--- src/hdl/wpsd_pkg.sv ---
// Shared types and constants for the WAV PCM stream decoder.
// Used by wpsd_front, wpsd_queue, wpsd_back and the top level; depends on nothing.
package wpsd_pkg;

  localparam int SEARCH_WINDOW_DEFAULT = 256;
  localparam int QUEUE_DEPTH = 4;

  localparam logic [31:0] RIFF_TAG = 32'h4646_4952;
  localparam logic [15:0] PCM_TAG = 16'h0001;
  localparam int FMT_BASE = 'h14;
  localparam int FMT_END = 'h23;
  localparam logic [23:0] DATA_PREFIX = 24'h64_6174;
  localparam logic [7:0] DATA_LAST = 8'h61;
  localparam logic [7:0] SAMPLE_BIAS = 8'h80;

  typedef enum logic [2:0] {
    KIND_FRAME     = 3'd0,
    KIND_HEADER_OK = 3'd1,
    KIND_NOT_RIFF  = 3'd2,
    KIND_BAD_FMT   = 3'd3,
    KIND_BAD_CHAN  = 3'd4,
    KIND_BAD_BITS  = 3'd5,
    KIND_NO_DATA   = 3'd6,
    KIND_SIZE_ZERO = 3'd7
  } kind_t;

  // One parsed result on its way to the output stage.
  typedef struct packed {
    kind_t       kind;
    logic [31:0] word;    // rate for header ok, raw frame bytes for a frame
    logic        last;
    logic        stereo;
    logic        wide;    // 16-bit samples
  } entry_t;

  typedef struct packed {
    logic full;
    logic empty;
  } q_status_t;

endpackage

--- src/hdl/wpsd_front.sv ---
// Front end: accepts file bytes, tracks the header parse and assembles frames.
// Pushes one entry per result into the queue. Depends on wpsd_pkg.
module wpsd_front #(
  parameter int SEARCH_WINDOW = wpsd_pkg::SEARCH_WINDOW_DEFAULT
) (
  input  logic              clk,
  input  logic              rst,
  input  logic              accept,
  input  logic [7:0]        byte_value,
  input  logic              new_file,
  output logic              push,
  output wpsd_pkg::entry_t  entry
);

  localparam int OFF_W = $clog2(SEARCH_WINDOW);

  typedef enum logic [2:0] {
    PH_WAIT, PH_RIFF, PH_FMT, PH_SEARCH, PH_SIZE, PH_SAMPLES
  } phase_t;

  phase_t             phase, phase_next, cur_phase;
  logic [OFF_W-1:0]   byte_offset, byte_offset_next, cur_off;
  logic [23:0]        marker_window, marker_window_next, cur_marker;
  logic [31:0]        header_word, header_word_next, cur_word, merged;
  logic [15:0]        format_tag, format_tag_next, cur_fmt;
  logic [15:0]        channel_count, channel_count_next, cur_chan;
  logic [15:0]        bits_per_sample, bits_per_sample_next, cur_bits;
  logic [31:0]        rate_value, rate_value_next, cur_rate;
  logic [31:0]        frames_left, frames_left_next, cur_frames, frames_dec;
  logic [1:0]         frame_last, frame_last_next, cur_flast;
  logic [1:0]         byte_in_frame, byte_in_frame_next, cur_bif;
  logic [1:0]         lane;
  logic               stereo, wide;

  function automatic logic [31:0] put_lane(logic [31:0] w, logic [1:0] idx, logic [7:0] b);
    logic [31:0] r;
    r = w;
    case (idx)
      2'd0:    r[7:0]   = b;
      2'd1:    r[15:8]  = b;
      2'd2:    r[23:16] = b;
      2'd3:    r[31:24] = b;
      default: r = w;
    endcase
    return r;
  endfunction

  // restart clears everything before the first byte is parsed
  always_comb begin
    if (new_file) begin
      cur_phase  = PH_RIFF;
      cur_off    = '0;
      cur_marker = '0;
      cur_word   = '0;
      cur_fmt    = '0;
      cur_chan   = '0;
      cur_bits   = '0;
      cur_rate   = '0;
      cur_frames = '0;
      cur_flast  = '0;
      cur_bif    = '0;
    end else begin
      cur_phase  = phase;
      cur_off    = byte_offset;
      cur_marker = marker_window;
      cur_word   = header_word;
      cur_fmt    = format_tag;
      cur_chan   = channel_count;
      cur_bits   = bits_per_sample;
      cur_rate   = rate_value;
      cur_frames = frames_left;
      cur_flast  = frame_last;
      cur_bif    = byte_in_frame;
    end
  end

  assign lane       = (cur_phase == PH_RIFF) ? cur_off[1:0] : cur_bif;
  assign merged     = put_lane(cur_word, lane, byte_value);
  assign stereo     = (cur_chan == 16'd2);
  assign wide       = (cur_bits == 16'd16);
  assign frames_dec = cur_frames - 32'd1;

  always_comb begin
    phase_next           = phase;
    byte_offset_next     = byte_offset;
    marker_window_next   = marker_window;
    header_word_next     = header_word;
    format_tag_next      = format_tag;
    channel_count_next   = channel_count;
    bits_per_sample_next = bits_per_sample;
    rate_value_next      = rate_value;
    frames_left_next     = frames_left;
    frame_last_next      = frame_last;
    byte_in_frame_next   = byte_in_frame;
    push                 = 1'b0;
    entry                = '{kind: wpsd_pkg::KIND_FRAME, word: '0, last: 1'b0,
                             stereo: 1'b0, wide: 1'b0};
    if (accept) begin
      phase_next           = cur_phase;
      byte_offset_next     = cur_off;
      marker_window_next   = cur_marker;
      header_word_next     = cur_word;
      format_tag_next      = cur_fmt;
      channel_count_next   = cur_chan;
      bits_per_sample_next = cur_bits;
      rate_value_next      = cur_rate;
      frames_left_next     = cur_frames;
      frame_last_next      = cur_flast;
      byte_in_frame_next   = cur_bif;
      case (cur_phase)
        PH_RIFF: begin
          byte_offset_next = cur_off + OFF_W'(1);
          header_word_next = merged;
          if (cur_off[1:0] == 2'd3) begin
            header_word_next = '0;
            if (merged != wpsd_pkg::RIFF_TAG) begin
              phase_next = PH_WAIT;
              push       = 1'b1;
              entry.kind = wpsd_pkg::KIND_NOT_RIFF;
            end else begin
              phase_next = PH_FMT;
            end
          end
        end
        PH_FMT: begin
          byte_offset_next = cur_off + OFF_W'(1);
          if (cur_off == OFF_W'(wpsd_pkg::FMT_BASE))
            format_tag_next[7:0] = byte_value;
          else if (cur_off == OFF_W'(wpsd_pkg::FMT_BASE + 1))
            format_tag_next[15:8] = byte_value;
          else if (cur_off == OFF_W'(wpsd_pkg::FMT_BASE + 2))
            channel_count_next[7:0] = byte_value;
          else if (cur_off == OFF_W'(wpsd_pkg::FMT_BASE + 3))
            channel_count_next[15:8] = byte_value;
          else if (cur_off >= OFF_W'(wpsd_pkg::FMT_BASE + 4) &&
                   cur_off <= OFF_W'(wpsd_pkg::FMT_BASE + 7))
            rate_value_next = put_lane(cur_rate, cur_off[1:0], byte_value);
          else if (cur_off == OFF_W'(wpsd_pkg::FMT_END - 1))
            bits_per_sample_next[7:0] = byte_value;
          else if (cur_off == OFF_W'(wpsd_pkg::FMT_END))
            bits_per_sample_next[15:8] = byte_value;
          if (cur_off == OFF_W'(wpsd_pkg::FMT_END)) begin
            if (format_tag_next != wpsd_pkg::PCM_TAG) begin
              phase_next = PH_WAIT;
              push       = 1'b1;
              entry.kind = wpsd_pkg::KIND_BAD_FMT;
            end else if (channel_count_next != 16'd1 && channel_count_next != 16'd2) begin
              phase_next = PH_WAIT;
              push       = 1'b1;
              entry.kind = wpsd_pkg::KIND_BAD_CHAN;
            end else if (bits_per_sample_next != 16'd8 &&
                         bits_per_sample_next != 16'd16) begin
              phase_next = PH_WAIT;
              push       = 1'b1;
              entry.kind = wpsd_pkg::KIND_BAD_BITS;
            end else begin
              marker_window_next = '0;
              phase_next         = PH_SEARCH;
            end
          end
        end
        PH_SEARCH: begin
          if (cur_marker == wpsd_pkg::DATA_PREFIX && byte_value == wpsd_pkg::DATA_LAST) begin
            phase_next         = PH_SIZE;
            header_word_next   = '0;
            byte_in_frame_next = '0;
          end else begin
            marker_window_next = {cur_marker[15:0], byte_value};
            if (cur_off >= OFF_W'(SEARCH_WINDOW - 1)) begin
              phase_next = PH_WAIT;
              push       = 1'b1;
              entry.kind = wpsd_pkg::KIND_NO_DATA;
            end else begin
              byte_offset_next = cur_off + OFF_W'(1);
            end
          end
        end
        PH_SIZE: begin
          header_word_next = merged;
          if (cur_bif != 2'd3) begin
            byte_in_frame_next = cur_bif + 2'd1;
          end else begin
            byte_in_frame_next = '0;
            push               = 1'b1;
            if (merged == '0) begin
              phase_next = PH_WAIT;
              entry.kind = wpsd_pkg::KIND_SIZE_ZERO;
            end else begin
              // frame size is 1, 2 or 4 bytes: divide the size by a shift
              frame_last_next = {stereo & wide, stereo | wide};
              if (stereo && wide)
                frames_left_next = {2'b00, merged[31:2]};
              else if (stereo || wide)
                frames_left_next = {1'b0, merged[31:1]};
              else
                frames_left_next = merged;
              header_word_next = '0;
              phase_next       = (frames_left_next == '0) ? PH_WAIT : PH_SAMPLES;
              entry.kind       = wpsd_pkg::KIND_HEADER_OK;
              entry.word       = cur_rate;
              entry.stereo     = stereo;
              entry.wide       = wide;
            end
          end
        end
        PH_SAMPLES: begin
          if (cur_bif != cur_flast) begin
            header_word_next   = merged;
            byte_in_frame_next = cur_bif + 2'd1;
          end else begin
            header_word_next   = '0;
            byte_in_frame_next = '0;
            frames_left_next   = frames_dec;
            if (frames_dec == '0)
              phase_next = PH_WAIT;
            push         = 1'b1;
            entry.kind   = wpsd_pkg::KIND_FRAME;
            entry.word   = merged;
            entry.last   = (frames_dec == '0);
            entry.stereo = stereo;
            entry.wide   = wide;
          end
        end
        default: begin
          phase_next = cur_phase;
        end
      endcase
    end
  end

  always_ff @(posedge clk) begin
    if (rst) begin
      phase           <= PH_WAIT;
      byte_offset     <= '0;
      marker_window   <= '0;
      header_word     <= '0;
      format_tag      <= '0;
      channel_count   <= '0;
      bits_per_sample <= '0;
      rate_value      <= '0;
      frames_left     <= '0;
      frame_last      <= '0;
      byte_in_frame   <= '0;
    end else begin
      phase           <= phase_next;
      byte_offset     <= byte_offset_next;
      marker_window   <= marker_window_next;
      header_word     <= header_word_next;
      format_tag      <= format_tag_next;
      channel_count   <= channel_count_next;
      bits_per_sample <= bits_per_sample_next;
      rate_value      <= rate_value_next;
      frames_left     <= frames_left_next;
      frame_last      <= frame_last_next;
      byte_in_frame   <= byte_in_frame_next;
    end
  end

endmodule

--- src/hdl/wpsd_queue.sv ---
// Short result queue between the parsing front end and the output stage.
// Depends on wpsd_pkg for the entry type and depth.
module wpsd_queue (
  input  logic                 clk,
  input  logic                 rst,
  input  logic                 push,
  input  wpsd_pkg::entry_t     push_entry,
  input  logic                 pop,
  output wpsd_pkg::entry_t     head,
  output wpsd_pkg::q_status_t  status
);

  localparam int DEPTH = wpsd_pkg::QUEUE_DEPTH;
  localparam int PTR_W = $clog2(DEPTH);
  localparam int CNT_W = $clog2(DEPTH + 1);

  wpsd_pkg::entry_t slots [DEPTH];
  logic [PTR_W-1:0] wr_ptr, rd_ptr;
  logic [CNT_W-1:0] count;

  assign head         = slots[rd_ptr];
  assign status.full  = (count == CNT_W'(DEPTH));
  assign status.empty = (count == '0);

  always_ff @(posedge clk) begin
    if (push)
      slots[wr_ptr] <= push_entry;
  end

  always_ff @(posedge clk) begin
    if (rst) begin
      wr_ptr <= '0;
      rd_ptr <= '0;
      count  <= '0;
    end else begin
      if (push)
        wr_ptr <= (wr_ptr == PTR_W'(DEPTH - 1)) ? '0 : wr_ptr + PTR_W'(1);
      if (pop)
        rd_ptr <= (rd_ptr == PTR_W'(DEPTH - 1)) ? '0 : rd_ptr + PTR_W'(1);
      if (push && !pop)
        count <= count + CNT_W'(1);
      else if (pop && !push)
        count <= count - CNT_W'(1);
    end
  end

`ifndef SYNTHESIS
  a_no_overflow: assert property (@(posedge clk) disable iff (rst)
    push && !pop |-> !status.full)
    else $error("queue push while full");
  a_no_underflow: assert property (@(posedge clk) disable iff (rst)
    pop |-> !status.empty)
    else $error("queue pop while empty");
`endif

endmodule

--- src/hdl/wpsd_back.sv ---
// Output stage: pops queue entries, converts frame bytes to signed samples
// and holds the result register toward the consumer. Depends on wpsd_pkg.
module wpsd_back (
  input  logic                 clk,
  input  logic                 rst,
  input  wpsd_pkg::entry_t     head,
  input  wpsd_pkg::q_status_t  status,
  output logic                 pop,
  output logic                 out_valid,
  input  logic                 out_stall,
  output logic [2:0]           kind,
  output logic signed [15:0]   left_sample,
  output logic signed [15:0]   right_sample,
  output logic                 last_frame,
  output logic [31:0]          sample_rate,
  output logic                 two_channels,
  output logic                 sixteen_bit
);

  logic        is_frame, is_header;
  logic [15:0] left_conv, right_conv;

  assign pop       = !status.empty && (!out_valid || !out_stall);
  assign is_frame  = (head.kind == wpsd_pkg::KIND_FRAME);
  assign is_header = (head.kind == wpsd_pkg::KIND_HEADER_OK);

  // 8-bit samples are unsigned: flip the top bit and move to the high byte
  always_comb begin
    if (head.wide) begin
      left_conv  = head.word[15:0];
      right_conv = head.stereo ? head.word[31:16] : head.word[15:0];
    end else begin
      left_conv  = {head.word[7:0] ^ wpsd_pkg::SAMPLE_BIAS, 8'h00};
      right_conv = head.stereo ? {head.word[15:8] ^ wpsd_pkg::SAMPLE_BIAS, 8'h00} : left_conv;
    end
  end

  always_ff @(posedge clk) begin
    if (rst) begin
      out_valid <= 1'b0;
    end else if (pop) begin
      out_valid <= 1'b1;
    end else if (!out_stall) begin
      out_valid <= 1'b0;
    end
  end

  always_ff @(posedge clk) begin
    if (pop) begin
      kind         <= head.kind;
      left_sample  <= is_frame ? left_conv : 16'sd0;
      right_sample <= is_frame ? right_conv : 16'sd0;
      last_frame   <= is_frame & head.last;
      sample_rate  <= is_header ? head.word : 32'd0;
      two_channels <= is_header & head.stereo;
      sixteen_bit  <= is_header & head.wide;
    end
  end

`ifndef SYNTHESIS
  a_frame_no_header: assert property (@(posedge clk) disable iff (rst)
    out_valid && kind == wpsd_pkg::KIND_FRAME |->
      sample_rate == 32'd0 && !two_channels && !sixteen_bit)
    else $error("frame result carries header fields");
  a_nonframe_silent: assert property (@(posedge clk) disable iff (rst)
    out_valid && kind != wpsd_pkg::KIND_FRAME |->
      left_sample == 16'sd0 && right_sample == 16'sd0 && !last_frame)
    else $error("non-frame result carries samples");
`endif

endmodule

--- src/hdl/wav_pcm_stream_decoder_top.sv ---
// Top level of the WAV PCM stream decoder: front parser, result queue, output stage.
// Depends on wpsd_pkg, wpsd_front, wpsd_queue and wpsd_back.

// Feed a RIFF/WAVE file one byte per item, with new_file high on the first
// byte; that restarts parsing from any point. The block checks the RIFF tag,
// reads the PCM format fields at offset 0x14, searches for the data marker up
// to SEARCH_WINDOW bytes into the file and then gives one header-ok result
// (rate, stereo, 16-bit) followed by one stereo frame per sample frame, mono
// copied to both channels and 8-bit samples re-centered to signed 16 bit.
// Any failure gives one coded result and the block ignores bytes until the
// next new_file. Rate: one byte per clock while the queue has room; every step
// is a small register update in the front parser. A result passes through the
// queue and then the output register. A four-entry queue separates the parser
// from the output register, so the input stalls only once five results wait:
// four in the queue and one held in the output register.
// No clearing pass after reset.
module wav_pcm_stream_decoder_top #(
  parameter int SEARCH_WINDOW = wpsd_pkg::SEARCH_WINDOW_DEFAULT
) (
  input  logic               clk,
  input  logic               rst,
  input  logic               in_valid,
  output logic               in_stall,
  input  logic [7:0]         byte_value,
  input  logic               new_file,
  output logic               out_valid,
  input  logic               out_stall,
  output logic [2:0]         kind,
  output logic signed [15:0] left_sample,
  output logic signed [15:0] right_sample,
  output logic               last_frame,
  output logic [31:0]        sample_rate,
  output logic               two_channels,
  output logic               sixteen_bit
);

  wpsd_pkg::entry_t    push_entry, head;
  wpsd_pkg::q_status_t q_status;
  logic                accept, push, pop;

  // hold the byte source off only when the queue has no room
  assign in_stall = q_status.full;
  assign accept   = in_valid && !in_stall;

  wpsd_front #(
    .SEARCH_WINDOW(SEARCH_WINDOW)
  ) u_front (
    .clk        (clk),
    .rst        (rst),
    .accept     (accept),
    .byte_value (byte_value),
    .new_file   (new_file),
    .push       (push),
    .entry      (push_entry)
  );

  wpsd_queue u_queue (
    .clk        (clk),
    .rst        (rst),
    .push       (push),
    .push_entry (push_entry),
    .pop        (pop),
    .head       (head),
    .status     (q_status)
  );

  wpsd_back u_back (
    .clk          (clk),
    .rst          (rst),
    .head         (head),
    .status       (q_status),
    .pop          (pop),
    .out_valid    (out_valid),
    .out_stall    (out_stall),
    .kind         (kind),
    .left_sample  (left_sample),
    .right_sample (right_sample),
    .last_frame   (last_frame),
    .sample_rate  (sample_rate),
    .two_channels (two_channels),
    .sixteen_bit  (sixteen_bit)
  );

endmodule

--- config.mk ---
export PLATFORM = sky130hd
export DESIGN_NAME = wav_pcm_stream_decoder_top
export DESIGN_NICKNAME = d
export VERILOG_FILES = /design/src/hdl/wpsd_pkg.sv /design/src/hdl/wpsd_front.sv /design/src/hdl/wpsd_queue.sv /design/src/hdl/wpsd_back.sv /design/src/hdl/wav_pcm_stream_decoder_top.sv
export SDC_FILE = /design/constraint.sdc
export NUM_CORES = 1
export LEC_CHECK = 0
export BUFFER_PORTS_ARGS = -buffer_cell sky130_fd_sc_hd__buf_2
export CAP_MARGIN = 0
export CORE_ASPECT_RATIO = 1.5
export CORE_MARGIN = 4
export CORE_UTILIZATION = 40
export CTS_BUF_LIST = sky130_fd_sc_hd__clkbuf_16
export DETAILED_ROUTE_END_ITERATION = 10
export PLACE_DENSITY = 0.55
export SYNTH_ARGS = -nofsm -noshare
export SYNTH_HDL_FRONTEND = slang
export SYNTH_SLANG_ARGS = --single-unit
--- constraint.sdc ---
create_clock -name clk -period 8.1 [get_ports clk]
set_clock_uncertainty 0.05 [all_clocks]
set_input_delay 1.215 -clock clk [delete_from_list [all_inputs] [get_ports clk]]
set_output_delay 1.215 -clock clk [all_outputs]
set_load 0.005 [all_outputs]
* After elaboration in Yosys (flattened, before gate mapping)
Memories as Yosys holds them, arrays and structs flattened. A register that Yosys moved wholly into a read port is not among the register bits. Index checks and enable logic that the tools add are counted.
Storage, ports and cells: memories 1, output and inout port bits 72, memory bits (writable) 152, register bits after elaboration 261
Memory list:
- u_queue.slots | words 4, width 38, rd ports 1, clocked after memory_dff 1, write ports 1, RTL line wpsd_queue.sv:17 | wpsd_pkg::entry_t slots [DEPTH];
Operators by class: mux-type cells 144, eq/ne operators 34, $lt $le $gt $ge 3, bitwise gates (word level) 7, reduce and logical (&&, ||, !) cells 27, add/subtract/negate cells 7
Operators by type and width (count):
- 2-to-1 mux 32 bit | 24
- 2-to-1 mux 16 bit | 21
- 2-to-1 mux 8 bit | 24
- 2-to-1 mux 24 bit | 6
- one-hot mux 32 bit (2 select lines) | 2
- one-hot mux 32 bit (4 select lines) | 1
- zero test 32 bit | 3
- 2-to-1 mux 35 bit | 2
- 2-to-1 mux 3 bit | 22
- one-hot mux 24 bit (2 select lines) | 1
- 2-to-1 mux 38 bit | 1
- 2-to-1 mux 2 bit | 18
- == test 8 x 5 -> 1 bit, second input constant | 4
- != test 16 x 1 -> 1 bit, second input constant | 2
- != test 32 x 31 -> 1 bit, second input constant | 1
- subtractor 32 x 1 -> 32 bit, second input constant | 1
- one-hot mux 3 bit (5 select lines) | 2
- == test 24 x 23 -> 1 bit, second input constant | 1
- == test 16 x 2 -> 1 bit, second input constant | 1
- == test 16 x 5 -> 1 bit, second input constant | 1
- == test 8 x 6 -> 1 bit, second input constant | 2
- 2-to-1 mux 1 bit | 16
- != test 16 x 2 -> 1 bit, second input constant | 1
- != test 16 x 4 -> 1 bit, second input constant | 1
- 32 further kinds | 64

* Longest topological paths before layout
depth in word-level cells 23, mapped depth 25

* By module
From an unflattened synthesis, not the netlist that was laid out.
Unflattened totals: cell total of the unflattened synthesis 2117, area total of the unflattened synthesis 21156.5 um^2
Modules (own cells, without submodules):
- wpsd_front | times used 1, sequential area each 3663.5 um^2, area an instance 12260.5 um^2, cells each 1673
- wpsd_queue | times used 1, sequential area each 4744.6 um^2, area an instance 5938.2 um^2, cells each 242
- wpsd_back | times used 1, sequential area each 2122.0 um^2, area an instance 2944.1 um^2, cells each 201
- wav_pcm_stream_decoder_top | times used 1, sequential area each 0.0 um^2, area an instance 13.8 um^2, cells each 1

* Least setup slack after synthesis
No wires, ideal clock.
kind in2reg, start input new_file, end memory u_queue.slots[3][0] (netlist name) (enable), cell stages on the path 20, arrival 5.822 ns, path buffers 9, setup slack 1.829 ns, cells stage by stage buf_2 -> buf_2 -> buf_2 -> buf_2 -> buf_2 -> buf_2 -> buf_2 -> clkbuf_1 -> buf_1 -> nor2b_1 -> inv_1 -> ha_1 -> nand4b_1 -> mux2i_1 -> o21ai_0 -> nand4_1 -> nor3_1 -> nand2b_1 -> a31oi_1 -> and2_1
Between the ends: word-level cells in the longest chain between the ends 21, elaborated cells between the ends (all ways) 84
RTL lines:
- start: declaration | RTL line wav_pcm_stream_decoder_top.sv:25 | input logic new_file,
- parallel branches: the longest is 17 deep, another holds greater-or-equal comparator 8 x 5 -> 1 bit
- one-hot mux 1 bit (5 select lines) * | RTL line wpsd_front.sv:110 | case (cur_phase)
- 2-to-1 mux 1 bit * | RTL line wpsd_front.sv:98 | if (accept) begin
- net push | RTL line wav_pcm_stream_decoder_top.sv:39 | logic accept, push, pop;
- 2-to-1 mux 1 bit * | RTL line wpsd_queue.sv:26 | if (push)
- 2-to-1 mux 1 bit (not written as such) * | RTL line wpsd_queue.sv:27 | slots[wr_ptr] <= push_entry;
- end: declaration | RTL line wpsd_queue.sv:17
Mark *: on every way through the listed nets, which the timed path passes. The select of a mux whose other input is x is not followed.

* Worst setup path after layout
start input new_file, end register u_queue.count[2]
Between the ends: word-level cells in the longest chain between the ends 22, elaborated cells between the ends (all ways) 87
RTL lines:
- parallel branches: the longest is 17 deep, another holds greater-or-equal comparator 8 x 5 -> 1 bit
- one-hot mux 1 bit (5 select lines) * | RTL line wpsd_front.sv:110
- 2-to-1 mux 1 bit * | RTL line wpsd_front.sv:98
- net push | RTL line wav_pcm_stream_decoder_top.sv:39
- zero test 1 bit | RTL line wpsd_queue.sv:42 | else if (pop && !push)
- logical AND 1 bit | RTL line wpsd_queue.sv:42
- nonzero test 2 bit (no line)
- end signal: assignment | RTL line wpsd_queue.sv:41 | count <= count + CNT_W'(1);
- end signal: assignment | RTL line wpsd_queue.sv:43 | count <= count - CNT_W'(1);
- end: declaration | RTL line wpsd_queue.sv:19 | logic [CNT_W-1:0] count;
Marks and branches as above. A chain may end at the register's enable or synchronous reset.

==> reports/qor.txt <==
Post-Syn Nets -> 2,016
Core Rows -> 101
clk_lat worst skew -> 0.56 ns
min cycle time layout -> 5.527 ns
Hold Slack -> 0.3987 ns
CP cell instances -> buf_4 > nor2b_1 > mux2i_1 > buf_4 > nand3_1 > a21oi_1 > nor3_1 > nand2_1 > o21ai_0 > a31oi_1 > ha_1 > inv_1 > fa_1 > xor2_1 > or3_1 > a21oi_1
GRT Residual Overflow -> 0
Fmax achieved -> 0.1809 GHz
largest net degree at the start of global routing -> 73
pre-CTS setup slack -> 2.076 ns
Post-CTS Hold Fix Bufs -> 0
count of final max-slew check failures -> 0
wire per inst -> 24.48 um
final critical-path share of the clock period -> 68.24%
DRT iter0 DRCs -> 1,614
Leak Pwr -> 0.007880 uW
Post-CTS Setup Bufs -> 0
Reg2Reg Depth -> 14
Hold WC Path Type -> reg2reg
critical path launch point -> new_file
Setup CP Type -> in2reg
VDD IR max -> 0.0001876 V
initial antenna violation count -> 1
Synth Cell Area -> 0.02042 sq mm
hold depth -> 2
vias in the first global route -> 16,270
Starting Density -> 40.39%
Root Buffer -> clkbuf_16
H-tree depth -> 2
number of synthesized flops with an enable pin -> 222
via count -> 16,420
final hold viol count -> 0
max_slew headroom -> 14.45%
DIE AREA -> 0.05480 sq mm
Setup TNS Final -> 0 ns
post-synthesis sequential area ratio -> 51.57%
first-pass GRT wire length -> 100.0 mm
CTS buffer count -> 40
CP Capture Type -> flip-flop
clk sinks -> 415
Worst path slowest cell -> a31oi_1
Residual DRC -> 0
count leader, synth -> nor2_1
RSZ-0062 raised after global routing -> no
DRT antenna net count -> 0
io pins -> 85
first-pass detailed-route iteration total -> 6
HP Start -> u_front.header_word[24]
#FFs+latches synth -> 415
setup ws final -> 2.573 ns
PwrDens -> 255.8 mW/mm^2
startpoint types -> input port
Final setup viols -> 0
Ys Warns -> 0
total wire length -> 66.16 mm
fraction of layout cells with a size suffix above 1 -> 14.26%
worst-path maximum fanout -> 69
routed vias/inst -> 6.073
CTS tree -> done
post-synth top area share -> 32.65%
Cells after Synth -> 1,989
Slew @ Worst Pin -> 1.279 ns
Die H -> 284.7 um
gr usage total -> 23.63%
Resize count post-CTS -> 0
top cells by count, synth -> 279 x nor2_1, 222 x edfxtp_1, 193 x dfxtp_1
Cell variety after synth -> 94
Die X -> 192.5 um
Top FF cell, synth -> edfxtp_1
top post-synthesis cells by area -> edfxtp_1 33%, dfxtp_1 19%, nor2_1 5.1%, a22oi_1 4.2%, mux4_2 4.2%
area leader, netlist -> edfxtp_1
startpoint of the worst register-to-register path -> u_front.phase[1]
outcome -> finished, final reports clean
Core ar. -> 0.05055 sq mm
post-DP HPWL -> 45.81 mm
synthesized area per cell -> 10.27 sq um
max-cap violations -> 0
Nets -> 2,029
clock slew at reported path FFs -> 0.07 ns
CP required -> 8.53 ns
Data arrival, critical path -> 5.95 ns
Critical Path Max Stage Delay -> 0.83 ns
Longest Clk Path Bufs -> 3
Placer Congestion -> 0.9408
Port Buf Inserts -> 84
ys async rst share -> 0%
Area Growth Syn to Fin -> 11.12%
[critical path, delay by kind of cell]
| kind | cells | cell delay [ns] |
|---|---|---|
| multiplexers | 1 | 0.20 |
| AND/OR/NAND/NOR | 5 | 1.00 |
| AO/OA/AOI/OAI | 4 | 1.68 |
| adder cells (fa/ha/maj) | 2 | 0.70 |
| buffers and inverters | 3 | 0.91 |
| XOR/XNOR | 1 | 0.18 |
[layer usage]
metal  vias to the layer above  track usage [%]  wire length [um]
li1                       7546                -                 -
met2                       636            42.25             34120
met3                       212            2.998              3342
met5                         -                0                 0
met4                         0            14.77              4890
met1                      8022            26.19             23800
[registers in the layout, summed over array words and instances, names as in the netlist, 8 cells and up, named ones only]
signal	cells
u_queue.slots	152
u_front.channel_count	16
u_front.rate_value	32
u_front.format_tag	16
u_front.byte_offset	8
u_front.bits_per_sample	16
u_front.header_word	32
u_front.marker_window	24
u_back.sample_rate	32
u_back.right_sample	16
u_back.left_sample	16
u_front.frames_left	32
[where the power goes]
part           switching, uW  internal, uW
clock network            825          1070
registers               68.8          2480
logic                    827           537
[logic make-up after synthesis]
kind of cell             synth area share [%]
multiplexers                            7.948
XOR/XNOR                                1.201
adder cells (fa/ha/maj)                0.9437
buffers and inverters                   3.413
AND/OR/NAND/NOR                         17.36
AO/OA/AOI/OAI                           17.56
flip-flops                              51.57
[cells in the final DEF (no fill, tap or decap), types with 19 or more instances in the layout]
cell type / count
a21oi_1: 110
a22o_1: 52
a22oi_1: 115
and3_1: 38
buf_2: 82
buf_4: 36
clkbuf_16: 40
dfxtp_1: 191
edfxtp_1: 222
inv_1: 26
mux2_2: 26
mux2i_1: 40
mux4_2: 38
nand2_1: 126
nand3_1: 35
nand4_1: 19
nor2_1: 278
nor2b_1: 34
nor3_1: 57
nor4_1: 26
o21ai_0: 100
o22ai_1: 23
[stage by stage]
stage,std cells,util (%),total power [uW],area (sq um)
2_1_floorplan,1989,-,3461,20420
3_3_place_gp,2628,42.27,3962,21370
3_5_place_dp,2628,42.27,3970,21370
4_1_cts,2701,44.86,5860,22680
5_1_grt,2703,44.89,6069,22690
6_report,2703,44.89,5804,22690
[area by class of cell]
| type | count | area (sq um) |
|---|---|---|
| antenna | 1 | 2.502 |
| clock buffer | 40 | 1001 |
| clock inverter | 33 | 306.5 |
| fill | 4787 | 27860 |
| inverter | 22 | 82.58 |
| multi-input combinational | 1404 | 9235 |
| sequential | 415 | 10530 |
| tap | 669 | 837.1 |
| timing repair buffer | 119 | 691.9 |
[final timing paths]
path | to | slack [ns]
setup reg to reg | u_queue.count[2] | 2.59
setup / recovery | u_queue.count[2] | 2.57
hold reg to reg | u_front.header_word[24] | 0.40
hold / removal | u_front.header_word[24] | 0.40
Power figures use the tool's default switching activity.
